<file path="src/design/wsdf_pkg.sv">
// Shared types and constants for the WebSocket frame deframer.
// No dependencies; imported by websocket_frame_deframer.
`default_nettype none

package wsdf_pkg;

  // Default width of the payload length counter
  localparam int unsigned LENGTH_BITS_DEF = 64;

  // 7-bit length codes that announce an extended length
  localparam logic [6:0] CODE_LEN16 = 7'd126;
  localparam logic [6:0] CODE_LEN64 = 7'd127;

  // Extended length byte counts
  localparam logic [3:0] EXT16_BYTES = 4'd2;
  localparam logic [3:0] EXT64_BYTES = 4'd8;

  typedef enum logic [1:0] {
    KIND_PAYLOAD = 2'd0,
    KIND_EMPTY   = 2'd1,
    KIND_ERROR   = 2'd2
  } kind_t;

  typedef enum logic [2:0] {
    PH_HDR0 = 3'd0,
    PH_HDR1 = 3'd1,
    PH_EXT  = 3'd2,
    PH_KEY  = 3'd3,
    PH_DATA = 3'd4,
    PH_DEAD = 3'd5
  } phase_t;

endpackage

`default_nettype wire

</file>
<file path="src/design/websocket_frame_deframer.sv">
// A result is registered and appears on the out_ ports in the cycle after the byte that causes it.
// Throughput: one byte per cycle; the single result register sets the rate, and a
// new byte is taken whenever that register is empty or is being taken in the same cycle.
// Reset (rst_n low, synchronous): parser waits for a first header byte, no result pending.
// After an unmasked frame the parser drops all bytes until reset.
// Depends on wsdf_pkg.
`default_nettype none

module websocket_frame_deframer
  import wsdf_pkg::*;
#(
  parameter int unsigned LEN_BITS = LENGTH_BITS_DEF
) (
  input  wire logic       clk,
  input  wire logic       rst_n,
  input  wire logic       in_valid,
  output logic            in_stall,
  input  wire logic [7:0] in_rx_byte,
  output logic            out_valid,
  input  wire logic       out_stall,
  output logic [7:0]      out_data_byte,
  output logic [1:0]      out_kind,
  output logic            out_frame_last,
  output logic            out_msg_final,
  output logic [3:0]      out_frame_opcode
);

  localparam logic [LEN_BITS-1:0] LEN_ONE  = {{(LEN_BITS-1){1'b0}}, 1'b1};
  localparam logic [LEN_BITS-1:0] LEN_ZERO = '0;

  phase_t              phase_r, phase_nxt;
  logic                fin_r, fin_nxt;
  logic [3:0]          opcode_r, opcode_nxt;
  logic [3:0]          ext_left_r, ext_left_nxt;
  logic [LEN_BITS-1:0] rem_r, rem_nxt;
  logic [31:0]         key_r, key_nxt;
  logic [1:0]          key_idx_r, key_idx_nxt;

  logic                out_valid_r, out_valid_nxt;
  logic [7:0]          out_data_r, out_data_nxt;
  kind_t               out_kind_r, out_kind_nxt;
  logic                out_last_r, out_last_nxt;
  logic                out_fin_r, out_fin_nxt;
  logic [3:0]          out_opcode_r, out_opcode_nxt;

  logic                in_acc;
  logic                emit;
  logic [6:0]          len7;
  logic [7:0]          key_byte;
  logic [LEN_BITS-1:0] rem_dec;
  logic [1:0]          key_idx_inc;

  assign in_stall    = out_valid_r && out_stall;
  assign in_acc      = in_valid && !in_stall;
  assign len7        = in_rx_byte[6:0];
  assign rem_dec     = rem_r - LEN_ONE;
  assign key_idx_inc = key_idx_r + 2'd1;
  // pick key byte (3 - index), first key byte in the top 8 bits
  assign key_byte    = 8'(key_r >> {~key_idx_r, 3'b000});

  // Next phase
  always_comb begin
    phase_nxt = phase_r;
    case (phase_r)
      PH_HDR0: phase_nxt = PH_HDR1;
      PH_HDR1: begin
        if (!in_rx_byte[7]) begin
          phase_nxt = PH_DEAD;
        end else if (len7 == CODE_LEN16 || len7 == CODE_LEN64) begin
          phase_nxt = PH_EXT;
        end else begin
          phase_nxt = PH_KEY;
        end
      end
      PH_EXT: begin
        if (ext_left_r == 4'd1) phase_nxt = PH_KEY;
      end
      PH_KEY: begin
        if (key_idx_inc == 2'd0) begin
          phase_nxt = (rem_r == LEN_ZERO) ? PH_HDR0 : PH_DATA;
        end
      end
      PH_DATA: begin
        if (rem_r == LEN_ONE) phase_nxt = PH_HDR0;
      end
      PH_DEAD: phase_nxt = PH_DEAD;
      default: phase_nxt = PH_HDR0;
    endcase
  end

  // Datapath and result
  always_comb begin
    fin_nxt        = fin_r;
    opcode_nxt     = opcode_r;
    ext_left_nxt   = ext_left_r;
    rem_nxt        = rem_r;
    key_nxt        = key_r;
    key_idx_nxt    = key_idx_r;
    emit           = 1'b0;
    out_data_nxt   = 8'd0;
    out_kind_nxt   = KIND_PAYLOAD;
    out_last_nxt   = 1'b0;
    out_fin_nxt    = fin_r;
    out_opcode_nxt = opcode_r;
    case (phase_r)
      PH_HDR0: begin
        fin_nxt    = in_rx_byte[7];
        opcode_nxt = in_rx_byte[3:0];
      end
      PH_HDR1: begin
        if (!in_rx_byte[7]) begin
          emit         = 1'b1;
          out_kind_nxt = KIND_ERROR;
          out_last_nxt = 1'b1;
        end else begin
          key_nxt     = '0;
          key_idx_nxt = 2'd0;
          if (len7 == CODE_LEN16) begin
            ext_left_nxt = EXT16_BYTES;
            rem_nxt      = LEN_ZERO;
          end else if (len7 == CODE_LEN64) begin
            ext_left_nxt = EXT64_BYTES;
            rem_nxt      = LEN_ZERO;
          end else begin
            ext_left_nxt = 4'd0;
            rem_nxt      = {{(LEN_BITS-7){1'b0}}, len7};
          end
        end
      end
      PH_EXT: begin
        // shift in big-endian, keep low LEN_BITS
        rem_nxt      = {rem_r[LEN_BITS-9:0], in_rx_byte};
        ext_left_nxt = ext_left_r - 4'd1;
      end
      PH_KEY: begin
        key_nxt     = {key_r[23:0], in_rx_byte};
        key_idx_nxt = key_idx_inc;
        if (key_idx_inc == 2'd0 && rem_r == LEN_ZERO) begin
          emit         = 1'b1;
          out_kind_nxt = KIND_EMPTY;
          out_last_nxt = 1'b1;
        end
      end
      PH_DATA: begin
        key_idx_nxt  = key_idx_inc;
        rem_nxt      = rem_dec;
        emit         = 1'b1;
        out_data_nxt = in_rx_byte ^ key_byte;
        out_last_nxt = (rem_r == LEN_ONE);
      end
      PH_DEAD: begin
        // drop everything until reset
      end
      default: begin
      end
    endcase
  end

  always_comb begin
    out_valid_nxt = out_valid_r;
    if (in_acc && emit) begin
      out_valid_nxt = 1'b1;
    end else if (!out_stall) begin
      out_valid_nxt = 1'b0;
    end
  end

  always_ff @(posedge clk) begin
    if (!rst_n) begin
      phase_r     <= PH_HDR0;
      fin_r       <= 1'b0;
      opcode_r    <= 4'd0;
      ext_left_r  <= 4'd0;
      rem_r       <= LEN_ZERO;
      key_r       <= 32'd0;
      key_idx_r   <= 2'd0;
      out_valid_r <= 1'b0;
    end else begin
      out_valid_r <= out_valid_nxt;
      if (in_acc) begin
        phase_r    <= phase_nxt;
        fin_r      <= fin_nxt;
        opcode_r   <= opcode_nxt;
        ext_left_r <= ext_left_nxt;
        rem_r      <= rem_nxt;
        key_r      <= key_nxt;
        key_idx_r  <= key_idx_nxt;
      end
    end
  end

  // Result payload, loaded only with a new word
  always_ff @(posedge clk) begin
    if (in_acc && emit) begin
      out_data_r   <= out_data_nxt;
      out_kind_r   <= out_kind_nxt;
      out_last_r   <= out_last_nxt;
      out_fin_r    <= out_fin_nxt;
      out_opcode_r <= out_opcode_nxt;
    end
  end

  assign out_valid        = out_valid_r;
  assign out_data_byte    = out_data_r;
  assign out_kind         = out_kind_r;
  assign out_frame_last   = out_last_r;
  assign out_msg_final    = out_fin_r;
  assign out_frame_opcode = out_opcode_r;

  a_dead_sticks: assert property (@(posedge clk) disable iff (!rst_n)
    phase_r == PH_DEAD |=> phase_r == PH_DEAD)
    else $error("parser left the dead state without reset");

  a_ext_count: assert property (@(posedge clk) disable iff (!rst_n)
    phase_r == PH_EXT |-> ext_left_r != 4'd0)
    else $error("extended length phase with no bytes left");

  a_data_emits: assert property (@(posedge clk) disable iff (!rst_n)
    in_acc && phase_r == PH_DATA |=> out_valid && out_kind == KIND_PAYLOAD)
    else $error("payload byte produced no word");

  a_unmasked_err: assert property (@(posedge clk) disable iff (!rst_n)
    in_acc && phase_r == PH_HDR1 && !in_rx_byte[7]
    |=> out_valid && out_kind == KIND_ERROR && phase_r == PH_DEAD)
    else $error("unmasked frame not flagged");

  a_nonpayload_fmt: assert property (@(posedge clk) disable iff (!rst_n)
    out_valid && out_kind != KIND_PAYLOAD |-> out_data_byte == 8'd0 && out_frame_last)
    else $error("empty or error word malformed");

endmodule

`default_nettype wire
</file>
<file path="config.mk">
export PLATFORM = sky130hd
export DESIGN_NAME = websocket_frame_deframer
export DESIGN_NICKNAME = d
export VERILOG_FILES = /design/src/design/wsdf_pkg.sv /design/src/design/websocket_frame_deframer.sv
export SDC_FILE = /design/constraint.sdc
export NUM_CORES = 1
export LEC_CHECK = 0
export BUFFER_PORTS_ARGS = -buffer_cell sky130_fd_sc_hd__buf_2
export CORE_MARGIN = 1
export CORE_UTILIZATION = 52
export CTS_CLUSTER_SIZE = 30
export DETAILED_ROUTE_END_ITERATION = 10
export PLACE_DENSITY = 0.69
export SKIP_CTS_REPAIR_TIMING = 1
export SYNTH_ARGS = -nofsm -noshare
export SYNTH_HDL_FRONTEND = slang
export SYNTH_SLANG_ARGS = --single-unit
</file>
<file path="constraint.sdc">
create_clock -name clk -period 9.3 [get_ports clk]
set_clock_uncertainty 0.1 [all_clocks]
set_input_delay 1.86 -clock clk [delete_from_list [all_inputs] [get_ports clk]]
set_output_delay 1.86 -clock clk [all_outputs]
set_load 0.03 [all_outputs]
</file>
### After elaboration in Yosys (flattened, before gate mapping)

Index checks and enable logic that the tools add are counted.

| word-level totals | value |
|---|---|
| register bits | 127 |
| bits of input ports | 12 |
| word-level logic and storage cells | 81 |

| cells by class | value |
|---|---|
| add/sub/neg operators | 3 |
| eq/ne operators | 14 |
| shift operators | 1 |
| muxes and demuxes | 28 |
| bitwise gates (word level) | 2 |
| reductions and logical operators | 20 |

Operators by type and width:

| kind | count |
|---|---|
| $pmux 64 s3 | 1 |
| $eq 64x1->1 const B | 1 |
| $logic_not 64->1 | 1 |
| $mux 64 | 1 |
| $pmux 32 s2 | 1 |
| $sub 64x1->64 const B | 1 |
| $mux 32 | 1 |
| $shr 32x5->8 | 1 |
| $pmux 3 s6 | 1 |
| $mux 3 | 5 |
| $eq 7x7->1 const B | 2 |
| $mux 7 | 2 |
| $mux 4 | 3 |
| $reduce_and 3->1 | 4 |
| $ne 2x2->1 const B | 4 |
| $pmux 2 s2 | 2 |
| $pmux 4 s2 | 1 |
| $xor 8x8->8 | 1 |
| $eq 3x2->1 const B | 2 |
| $eq 3x3->1 const B | 2 |
| $mux 1 | 6 |
| $pmux 1 s3 | 2 |
| $reduce_bool 2->1 | 3 |
| $eq 4x1->1 const B | 1 |
| other kinds (15) | 19 |

### Depth between registers and ports, before layout

Gate-level depths: netlist of run 1.

| logic depth | value |
|---|---|
| word-level depth | 7 |
| mapped depth | 9 |
| depth with buffers taken out | 8 |

### Worst setup path before layout of run 1

Ideal clock, no wire load.

| timing path | value |
|---|---|
| path type | input -> output |
| start point | input out_stall |
| end point | output in_stall |
| arrival | 2.167 ns |
| data required time | 7.340 ns |
| slack | 5.173 ns |
| cell stages on the path | 1 |
| cell sequence | and2_1 |

| on the way | value |
|---|---|
| longest elaborated chain between the ends | 1 |

RTL lines:

| element | line | text |
|---|---|---|
| from (decl) | websocket_frame_deframer.sv:20 | `input wire logic out_stall,` |
| $logic_and 1x1->1 | websocket_frame_deframer.sv:53 | `assign in_stall = out_valid_r && out_stall;` |
| to (decl) | websocket_frame_deframer.sv:17 | `output logic in_stall,` |

No other way between the ends.

### Worst setup path after layout of run 1

Same ends and word-level chain as after synthesis.

==> flow_summary_export.csv, run 1 <==
group,metric,value,unit
final_layout,fill_cells,1184,
synthesis,synth_warnings,0,
place,pre_cts_ws,4.92,ns
pwr,pwr-share-seq,0.351,
floorplanning,io-pin-count,30,
timing,final_hold_viol_count,0,
setup_path,ff2ff_setup_slack,5.53,ns
timing,slew_headroom,0.247,
clocking,root_buffer,"clkbuf_16",
drt,drtIter0Drc,1048,
clocking,clkTransAtPathRegs,0.06,ns
timing,worst_slack,5.03,ns
pwr,clkPwrFrac,0.403,
synthesis,synthArstFlopShare,0,
place,placed_area,0.00728,mm^2
final_layout,diodes,0,
synthesis,synth_adder_area_share,0.00882,
synthesis,synthTopCellsByArea,"dfxtp_1, edfxtp_1, nor2_1",
timing,finalSetupViolCount,0,
setup_path,reg2reg_to,"out_frame_opcode[0]",
synthesis,synth_compound_area_frac,0.232,
synthesis,synth_nets,863,
global_routing,overflow,0,
synthesis,syn_area,0.00710,mm^2
timing,holdWs,0.338,ns
synthesis,yosys.area_share.xor_xnor,0.0123,
flow_run,cap_violations,0,
clocking,clock-sinks,127,
synthesis,muxShareOfSynthArea,0.0466,
synthesis,synth_top_family_by_area,"simple AND/OR/NAND/NOR gates",
drt,wl_per_cell,20.3,um
floorplanning,die_y,119,um
setup_path,worst-path-max-fanout,3,
synthesis,synthFlopType,"dfxtp_1",
drt,wl,20.9,mm
place,hpwl,13.7,mm
clocking,insertion_delay,0.42,ns
hold_path,min-delay-path-class,"register to register",
synthesis,synth-simple-area-share,0.270,
clocking,tritoncts,"done",
synthesis,ys_seq_area_frac,0.381,
global_routing,antenna_found_initial,0,
drt,dr.pass1.iters,6,
final_layout,fin_area,0.00789,mm^2
clocking,h-tree-depth,4,
pwr,power_switching,576,uW
drt,ant_nets,0,
synthesis,postSynthAreaPerCell,8.39,um^2
setup_path,crit_path_start,"out_stall",
setup_path,crit_end,"in_stall",
floorplanning,die_width,119,um
setup_path,cp.required,7.34,ns
drt,avgViaCountPerCell,6.75,
timing,final.min_clock_period,4.27,ns
floorplanning,initial_core_util,0.534,
timing,period_share,0.459,
floorplanning,floorplan.core_area,0.0133,mm^2
synthesis,yosysTopAreaCell,"dfxtp_1",
timing,rsz0062_at_grt,"false",
setup_path,critPathArrivalTime,2.31,ns
timing,setup_tns,0,ns
setup_path,cp-start-kind,"input port",
global_routing,grtUsageTotal,0.302,
pwr,intPower,1.14,mW
pwr,power_switching_share,0.336,
pwr,total_power,1.72,mW
outcome,outcome,"complete, no violations",
place,numPortBuffers,29,
floorplanning,die_area,0.0141,mm^2
setup_path,reg2reg_depth,7,
synthesis,ys_ff_latch,127,
final_layout,drive_above_1_share,0.143,
pwr,pwr_density_cell,217,mW/mm^2
pwr,leakage,2.90,nW
clocking,cts_made_buffers,17,
drt,vias,6954,
place,gp_congestion,0.991,
timing,drv_slew,0,
clocking,cts_buffer_depth,2,
synthesis,syn_inst,846,
global_routing,grt_start_max_net_pins,80,
synthesis,synth_edf_count,16,
timing,worst_pin_slew,1.13,ns
floorplanning,rows,42,
setup_path,cp-end-kind,"primary output",
drt,drc_errors,0,
setup_path,r2r_start,"rem_r[0]",
final_layout,fin_nets,858,
final_layout,area_delta_synth_final,11.1,%
pwr,max-vdd-ir-drop,0.141,mV
global_routing,grt_pass1_wl,33.8,mm
setup_path,critPathKind,"input port to primary output",
synthesis,netlist.area_leader.share,0.313,
synthesis,yosys.cell_types.count,80,
timing,fmax,234,MHz
pwr,combPwrFrac,0.247,
global_routing,grt_pass1_vias,6559,
==> cell type report <==
class	count	area, um^2	area share
Inverter	16	60.1	0.00762
Sequential cell	127	2700	0.343
Multi-Input combinational cell	640	4070	0.517
Clock buffer	17	425	0.0539
Timing Repair Buffer	39	220	0.0279
Tap cell	176	220	0.0279
Clock inverter	15	184	0.0233
==> logic make-up after synthesis <==
| group | count (synthesis) |
|---|---|
| multiplexers | 23 |
| flip-flops | 127 |
| adder cells (fa/ha/maj) | 5 |
| XOR/XNOR | 10 |
| buffers and inverters | 79 |
| AO/OA/AOI/OAI | 246 |
| AND/OR/NAND/NOR | 356 |
==> synthesized netlist by cell type (9+ instances only) <==
| library cell | instances |
|---|---|
| a32oi_1 | 9 |
| and3_1 | 12 |
| o22ai_1 | 17 |
| edfxtp_1 | 16 |
| nor4_1 | 13 |
| a32o_1 | 11 |
| mux2i_1 | 15 |
| nor3_1 | 32 |
| nand4_1 | 18 |
| a31oi_1 | 10 |
| o21ai_0 | 46 |
| a22oi_1 | 38 |
| dfxtp_1 | 111 |
| nand3_1 | 30 |
| clkbuf_1 | 47 |
| nand2_1 | 66 |
| nor2_1 | 116 |
| a21oi_1 | 56 |
| inv_1 | 15 |
==> state kept, by name, summed over array words and instances, names as in the netlist <==
register,flops
phase_r,3
key_r,32
rem_r,64
out_msg_final,1
opcode_r,4
out_valid,1
fin_r,1
key_idx_r,2
out_frame_last,1
out_data_byte,8
out_frame_opcode,4
ext_left_r,4
out_kind,2
==> metrics by stage <==
step | cells | util
after detailed placement | 998 | 0.547
final | 1030 | 0.593
after global routing | 1030 | 0.593
after global placement | 998 | 0.547
after CTS | 1030 | 0.593
after floorplan | 846 | -
==> worst max-delay path, cell delays in order <==
cell and delay [ns]:
buf_2 0.10, and2_1 0.17, buf_2 0.18
==> placed cells by master (no fill, tap or decap), drive strengths merged, types with 10 or more instances in the layout <==
cell    instances
nand4          21
o21ai          50
and3           13
edfxtp         16
o22ai          17
nand3          30
a21oi          56
a22oi          38
a32o           11
buf            39
mux2i          15
dfxtp         111
nor4           22
inv            21
a31oi          10
nand2          66
nor3           38
nor2          116
clkbuf         17
==> power by group through the flow <==
stage	Clock, mW	Combinational, mW	Sequential (mW)
floorplan	0	0.307	0.604
global placement	0	0.402	0.611
detailed placement	0	0.406	0.612
CTS	0.695	0.410	0.600
global route	0.718	0.452	0.604
finish	0.691	0.423	0.602
==> how the worst min path moves through the flow <==
| stage | from | endpoint | slack, ns | cells after the start |
|---|---|---|---|---|
| final | opcode_r[3] | out_frame_opcode[3] | 0.34 | 0 |
| after global routing | opcode_r[3] | out_frame_opcode[3] | 0.34 | 0 |
| after CTS | opcode_r[2] | out_frame_opcode[2] | 0.34 | 0 |
| after detailed placement | opcode_r[2] | out_frame_opcode[2] | 0.32 | 0 |
| after global placement | opcode_r[2] | out_frame_opcode[2] | 0.32 | 0 |
| after floorplan | opcode_r[0] | out_frame_opcode[0] | 0.31 | 0 |
==> metal layers <==
layer  GRT usage  up-vias  routed length (um)
met4       0.123        0                 554
met1       0.396     3366                8870
met2       0.481      353                9850
met5           0        -                   0
li1            -     3180                   -
met3      0.0670       55                1630
(Power assumes the default switching activity.)
==> inputs of run 2 (changes only) <==
--- a/config.mk
+++ b/config.mk
@@ -10,7 +10,7 @@
 export CORE_UTILIZATION = 52
 export CTS_CLUSTER_SIZE = 30
 export DETAILED_ROUTE_END_ITERATION = 10
-export PLACE_DENSITY = 0.69
+export PLACE_DENSITY = 0.72
 export SKIP_CTS_REPAIR_TIMING = 1
 export SYNTH_ARGS = -nofsm -noshare
 export SYNTH_HDL_FRONTEND = slang
==> constraint.sdc (replaced) <==
create_clock -name clk -period 3.7 [get_ports clk]
set_clock_uncertainty 0.1 [all_clocks]
set_input_delay 0.74 -clock clk [delete_from_list [all_inputs] [get_ports clk]]
set_output_delay 0.74 -clock clk [all_outputs]
set_load 0.03 [all_outputs]
==> run 2 against run 1 <==
Effect of this change: sequential cell count did not move; largest power group unchanged; first-iteration DRC count decreased by 5.2%; total power up 150%; sequential power grew 150%; sequential share of layout area fell by 0.31 points; worst hold slack is essentially flat; die area did not move; clock power rose by 140%; critical path type is now register to register; clock-buffer cell count increased by 2; worst setup slack got worse by 4.2 ns; global-route usage is 0.89 points higher.
==> flow_summary_export.csv, run 2 (synthesis gave the netlist of run 1 again) <==
group,metric,value,unit
outcome,outcome,"complete, no violations",
drt,wl,21.5,mm
drt,avgViaCountPerCell,6.87,
place,gp_congestion,0.962,
floorplanning,initial_core_util,0.534,
pwr,pwr_density_cell,539,mW/mm^2
timing,final.min_clock_period,2.91,ns
final_layout,ff_latch_area,0.00270,mm^2
setup_path,cp-start-kind,"register",
timing,worst_pin_slew,1.30,ns
final_layout,fill_cells,1179,
place,pre_cts_ws,0.824,ns
final_layout,final_common_cell,"nor2_1",
clocking,clock-sinks,127,
floorplanning,rows,42,
floorplanning,io-pin-count,30,
pwr,leakage,2.95,nW
timing,holdWs,0.338,ns
drt,dr.pass1.iters,6,
setup_path,cp-end-kind,"register",
drt,wl_per_cell,20.6,um
flow_run,cap_violations,0,
final_layout,largest_register_ffs,64,
setup_path,critPathKind,"register to register",
floorplanning,die_area,0.0141,mm^2
clocking,cts_buffer_depth,2,
final_layout,diodes,0,
clocking,cts_made_buffers,17,
final_layout,fin_nets,870,
drt,vias,7155,
floorplanning,die_width,119,um
drt,drtIter0Drc,993,
final_layout,mostFrequentLayoutCells,"nor2_1, dfxtp_1, nand2_1",
timing,setup_tns,0,ns
setup_path,r2r_start,"rem_r[1]",
hold_path,min-delay-path-class,"register to register",
setup_path,slowest_delay,0.61,ns
global_routing,grt_pass1_wl,34.6,mm
floorplanning,floorplan.core_area,0.0133,mm^2
clocking,h-tree-depth,4,
setup_path,cp_common_cell,"buf_4",
pwr,total_power,4.29,mW
global_routing,grtUsageTotal,0.311,
place,numPortBuffers,29,
timing,slew_headroom,0.135,
place,hpwl,14.3,mm
global_routing,antenna_found_initial,0,
place,dpl.cell_count,1010,
final_layout,drive_above_1_share,0.152,
timing,rsz0062_at_grt,"false",
setup_path,crit_end,"out_frame_opcode[1]",
global_routing,grt_pass1_vias,6810,
setup_path,reg2reg_depth,9,
drt,drc_errors,0,
setup_path,crit_chain,"inv_1, ha_1, nor3b_1, buf_4, nand3_1, or4_1, o21ai_1, a41o_1, buf_4",
drt,ant_nets,0,
timing,final_hold_viol_count,0,
final_layout,area_delta_synth_final,12.2,%
timing,worst_slack,0.793,ns
timing,drv_slew,0,
final_layout,top_register,"rem_r",
setup_path,reg2reg_to,"out_frame_opcode[1]",
timing,period_share,0.786,
setup_path,cp.required,3.71,ns
clocking,tritoncts,"done",
setup_path,worst-path-max-fanout,17,
timing,finalSetupViolCount,0,
setup_path,critPathArrivalTime,2.92,ns
pwr,max-vdd-ir-drop,0.329,mV
clocking,insertion_delay,0.43,ns
timing,fmax,344,MHz
final_layout,fin_cells,1042,
global_routing,overflow,0,
final_layout,multi_input_area,0.00407,mm^2
setup_path,cpMaxStageDelayCell,"or4_1",
setup_path,ff2ff_setup_slack,0.79,ns
setup_path,crit_path_start,"rem_r[1]",
floorplanning,die_y,119,um
clocking,root_buffer,"clkbuf_16",
clocking,clkTransAtPathRegs,0.06,ns
global_routing,grt_start_max_net_pins,76,
-- run 2: cell count changes in the layout (fill, tap and decap cells not counted) --
cell	previous run	this run
clkinv_2	1	0
nand2b_2	2	1
buf_4	10	21
clkinv_4	3	4
buf_12	0	1
bufinv_16	3	1
nand2b_1	5	6
clkbuf_16	17	18
clkbuf_1	0	1
-- run 2: per-layer routing --
metal	track usage	wire, um	part of all wire	vias up
met5	0	0	0	-
met2	0.504	10200	0.47	461
met4	0.168	840	0.039	0
met1	0.382	8610	0.40	3413
li1	-	-	-	3190
met3	0.0733	1870	0.087	91
-- run 2: layout make-up --
cell class | count | share of cell area
Clock buffer | 19 | 0.0571
Clock inverter | 13 | 0.0160
Inverter | 16 | 0.00755
Multi-Input combinational cell | 640 | 0.512
Sequential cell | 127 | 0.340
Tap cell | 176 | 0.0277
Timing Repair Buffer | 51 | 0.0406
-- run 2: worst max-delay path: cells and delay by family (launching register included) --
family	cells	cell delay, ns
AO/OA/AOI/OAI	2	0.37
adder cells (fa/ha/maj)	1	0.24
buffers and inverters	3	0.58
flip-flops	1	0.33
AND/OR/NAND/NOR	3	0.96
-- run 2: where the power goes --
part / internal, mW / switching (mW)
clock: 0.975 / 0.680
combinational: 0.392 / 0.735
sequential: 1.44 / 0.0623
-- run 2: worst min-delay path by stage --
stage	depth (start not counted)	slack, ns	start	endpoint
floorplan	0	0.31	opcode_r[0]	out_frame_opcode[0]
global route	0	0.35	opcode_r[0]	out_frame_opcode[0]
global placement	0	0.31	opcode_r[3]	out_frame_opcode[3]
detailed placement	0	0.32	opcode_r[0]	out_frame_opcode[0]
CTS	0	0.34	opcode_r[0]	out_frame_opcode[0]
finish	0	0.34	opcode_r[0]	out_frame_opcode[0]
-- run 2: through the flow --
stage	utilization	cell area, um^2
after floorplan	-	7100
after global placement	0.555	7380
after detailed placement	0.555	7380
after CTS	0.599	7960
after global routing	0.599	7960
final	0.599	7960
==> inputs of run 3 (changes only) <==
--- a/config.mk
+++ b/config.mk
@@ -5,12 +5,13 @@
 export SDC_FILE = /design/constraint.sdc
 export NUM_CORES = 1
 export LEC_CHECK = 0
+export ABC_AREA = 1
 export BUFFER_PORTS_ARGS = -buffer_cell sky130_fd_sc_hd__buf_2
 export CORE_MARGIN = 1
 export CORE_UTILIZATION = 52
 export CTS_CLUSTER_SIZE = 30
 export DETAILED_ROUTE_END_ITERATION = 10
-export PLACE_DENSITY = 0.72
+export PLACE_DENSITY = 0.69
 export SKIP_CTS_REPAIR_TIMING = 1
 export SYNTH_ARGS = -nofsm -noshare
 export SYNTH_HDL_FRONTEND = slang
==> constraint.sdc (replaced) <==
create_clock -name clk -period 3 [get_ports clk]
set_clock_uncertainty 0.1 [all_clocks]
set_input_delay 0.6 -clock clk [delete_from_list [all_inputs] [get_ports clk]]
set_output_delay 0.6 -clock clk [all_outputs]
set_load 0.03 [all_outputs]
==> run 3 against run 2 <==
Effect of this change: sequential cell count stayed put; non-clock buffer count is 1 lower; area after synthesis is 5.5% higher.
==> flow_summary_export.csv, run 3 <==
group,metric,value,unit
hold_path,min-delay-path-class,"register to register",
synthesis,synth_nets,1157,
setup_path,reg2reg_to,"out_msg_final",
setup_path,reg2reg_depth,10,
synthesis,yosysMostFrequentCell,"nand2_1",
setup_path,worst-path-max-fanout,16,
synthesis,yosys.cell_types.count,38,
setup_path,cp-end-kind,"register",
hold_path,holdPathEnd,"out_frame_opcode[3]",
setup_path,crit_path_start,"rem_r[0]",
setup_path,slowest_delay,0.47,ns
final_layout,top_register,"rem_r",
global_routing,grt_pass1_wl,35.2,mm
pwr,pwr_density_cell,913,mW/mm^2
final_layout,fin_nets,1178,
drt,dr.pass1.iters,5,
timing,finalSetupViolCount,0,
hold_path,hp-start,"opcode_r[3]",
clocking,tritoncts,"done",
flow_run,cap_violations,0,
setup_path,ff2ff_setup_slack,0.42,ns
setup_path,cpMaxStageDelayCell,"inv_1",
hold_path,hold_path_depth,0,
setup_path,crit_buf_inv,2,
synthesis,netlist.area_leader.share,0.297,
synthesis,synthArstFlopShare,0,
drt,drc_errors,0,
floorplanning,rows,43,
setup_path,cp_common_cell,"nand3_1",
drt,ant_nets,0,
floorplanning,die_width,122,um
clocking,cts_buffer_depth,2,
setup_path,cp-start-kind,"register",
timing,rsz0062_at_grt,"false",
synthesis,ys_ff_latch,127,
setup_path,cp_top_family,"simple AND/OR/NAND/NOR gates",
place,numPortBuffers,29,
floorplanning,floorplan.core_area,0.0140,mm^2
synthesis,synth_edf_count,16,
setup_path,critPathArrivalTime,2.54,ns
place,hpwl,15.3,mm
drt,drtIter0Drc,971,
pwr,leakage,3.57,nW
synthesis,syn_inst,1140,
floorplanning,die_area,0.0149,mm^2
pwr,max-vdd-ir-drop,0.515,mV
clocking,h-tree-depth,4,
setup_path,critPathKind,"register to register",
timing,worst_pin_slew,0.670,ns
setup_path,crit_chain,"inv_1, ha_1, nand2_1, nor2_4, nand3_1, nor2_1, nand3_1, nand3_1, nand2_1, inv_1",
clocking,root_buffer,"clkbuf_16",
synthesis,netlist_top_cells_count,"nand2_1, nor2_1, a21oi_1",
clocking,clkTransAtPathRegs,0.06,ns
synthesis,synthTopCellsByArea,"dfxtp_1, nand2_1, a21oi_1",
final_layout,fill_cells,1373,
timing,setup_tns,0,ns
global_routing,grtUsageTotal,0.307,
timing,slew_headroom,0.553,
timing,final_hold_viol_count,0,
drt,vias,7724,
floorplanning,initial_core_util,0.535,
floorplanning,io-pin-count,30,
timing,drv_slew,0,
drt,wl,22.0,mm
outcome,outcome,"complete, no violations",
final_layout,area_delta_synth_final,12.4,%
place,gp_congestion,0.935,
global_routing,grt_start_max_net_pins,71,
final_layout,multi_input_area,0.00429,mm^2
drt,wl_per_cell,16.3,um
timing,period_share,0.859,
place,dpl.cell_count,1322,
final_layout,diodes,0,
final_layout,ff_latch_area,0.00270,mm^2
floorplanning,die_y,122,um
synthesis,synth_warnings,0,
final_layout,drive_above_1_share,0.126,
final_layout,final_common_cell,"nand2_1",
setup_path,r2r_start,"rem_r[0]",
timing,final.min_clock_period,2.58,ns
synthesis,ys_seq_area_frac,0.361,
final_layout,largest_register_ffs,64,
synthesis,postSynthAreaPerCell,6.57,um^2
global_routing,grt_pass1_vias,6720,
synthesis,synthFlopType,"dfxtp_1",
global_routing,antenna_found_initial,0,
global_routing,overflow,0,
timing,fmax,388,MHz
clocking,insertion_delay,0.43,ns
synthesis,yosysTopAreaCell,"dfxtp_1",
setup_path,cp.required,2.96,ns
clocking,cts_made_buffers,17,
final_layout,fin_cells,1354,
drt,avgViaCountPerCell,5.70,
clocking,clock-sinks,127,
final_layout,mostFrequentLayoutCells,"nand2_1, nor2_1, a21oi_1",
synthesis,syn_area,0.00749,mm^2
-- run 3: how the worst max path moves through the flow --
stage	end	slack, ns	cells after the start
after floorplan	out_data_byte[0]	0.86	10
after global placement	rem_r[40]	0.43	9
after detailed placement	rem_r[40]	0.43	9
after CTS	out_msg_final	0.43	10
after global routing	out_msg_final	0.21	10
final	out_msg_final	0.42	10
-- run 3: worst register-to-register path: stages (launching register included) --
cell,delay [ns]
dfxtp_1,0.32
inv_1,0.12
ha_1,0.22
nand2_1,0.14
nor2_4,0.24
nand3_1,0.11
nor2_1,0.15
nand3_1,0.16
nand3_1,0.10
nand2_1,0.08
inv_1,0.47
-- run 3: cell families after synthesis --
family	after synthesis	share of synthesized area
compound gates	326	0.244
xor+xnor	2	0.00234
fa+ha+maj	5	0.00835
buf+inv	119	0.0668
flops	127	0.361
simple gates	561	0.318
-- run 3: report_power, final --
part | internal [mW] | switching, mW | total, mW
Combinational | 0.974 | 2.26 | 3.24
Sequential | 1.95 | 0.295 | 2.24
Clock | 1.34 | 0.875 | 2.21
Total | 4.26 | 3.43 | 7.69
-- run 3: per-layer routing --
layer	up-vias	global-route usage	part of all wire
li1	3878	-	-
met3	22	0.0510	0.081
met4	0	0.0957	0.012
met5	-	0	0
met1	3528	0.470	0.48
met2	296	0.431	0.42
-- run 3: final cells by class --
class                      count  share of cell area
tap                          180              0.0267
timing repair buffer          50              0.0374
multi-input combinational    894               0.509
inverter                      71              0.0317
clock inverter                15              0.0233
sequential                   127               0.321
clock buffer                  17              0.0505
-- run 3: metrics by stage --
stage	utilization	hold slack [ns]	instance area [um^2]	setup WS, ns	total power, mW
CTS	0.602	0.332	8420	0.435	7.62
finish	0.602	0.330	8420	0.424	7.69
global route	0.602	0.342	8420	0.209	8.17
floorplan	-	0.303	7490	0.856	4.61
global placement	0.557	0.313	7800	0.427	5.39
detailed placement	0.557	0.318	7800	0.429	5.41
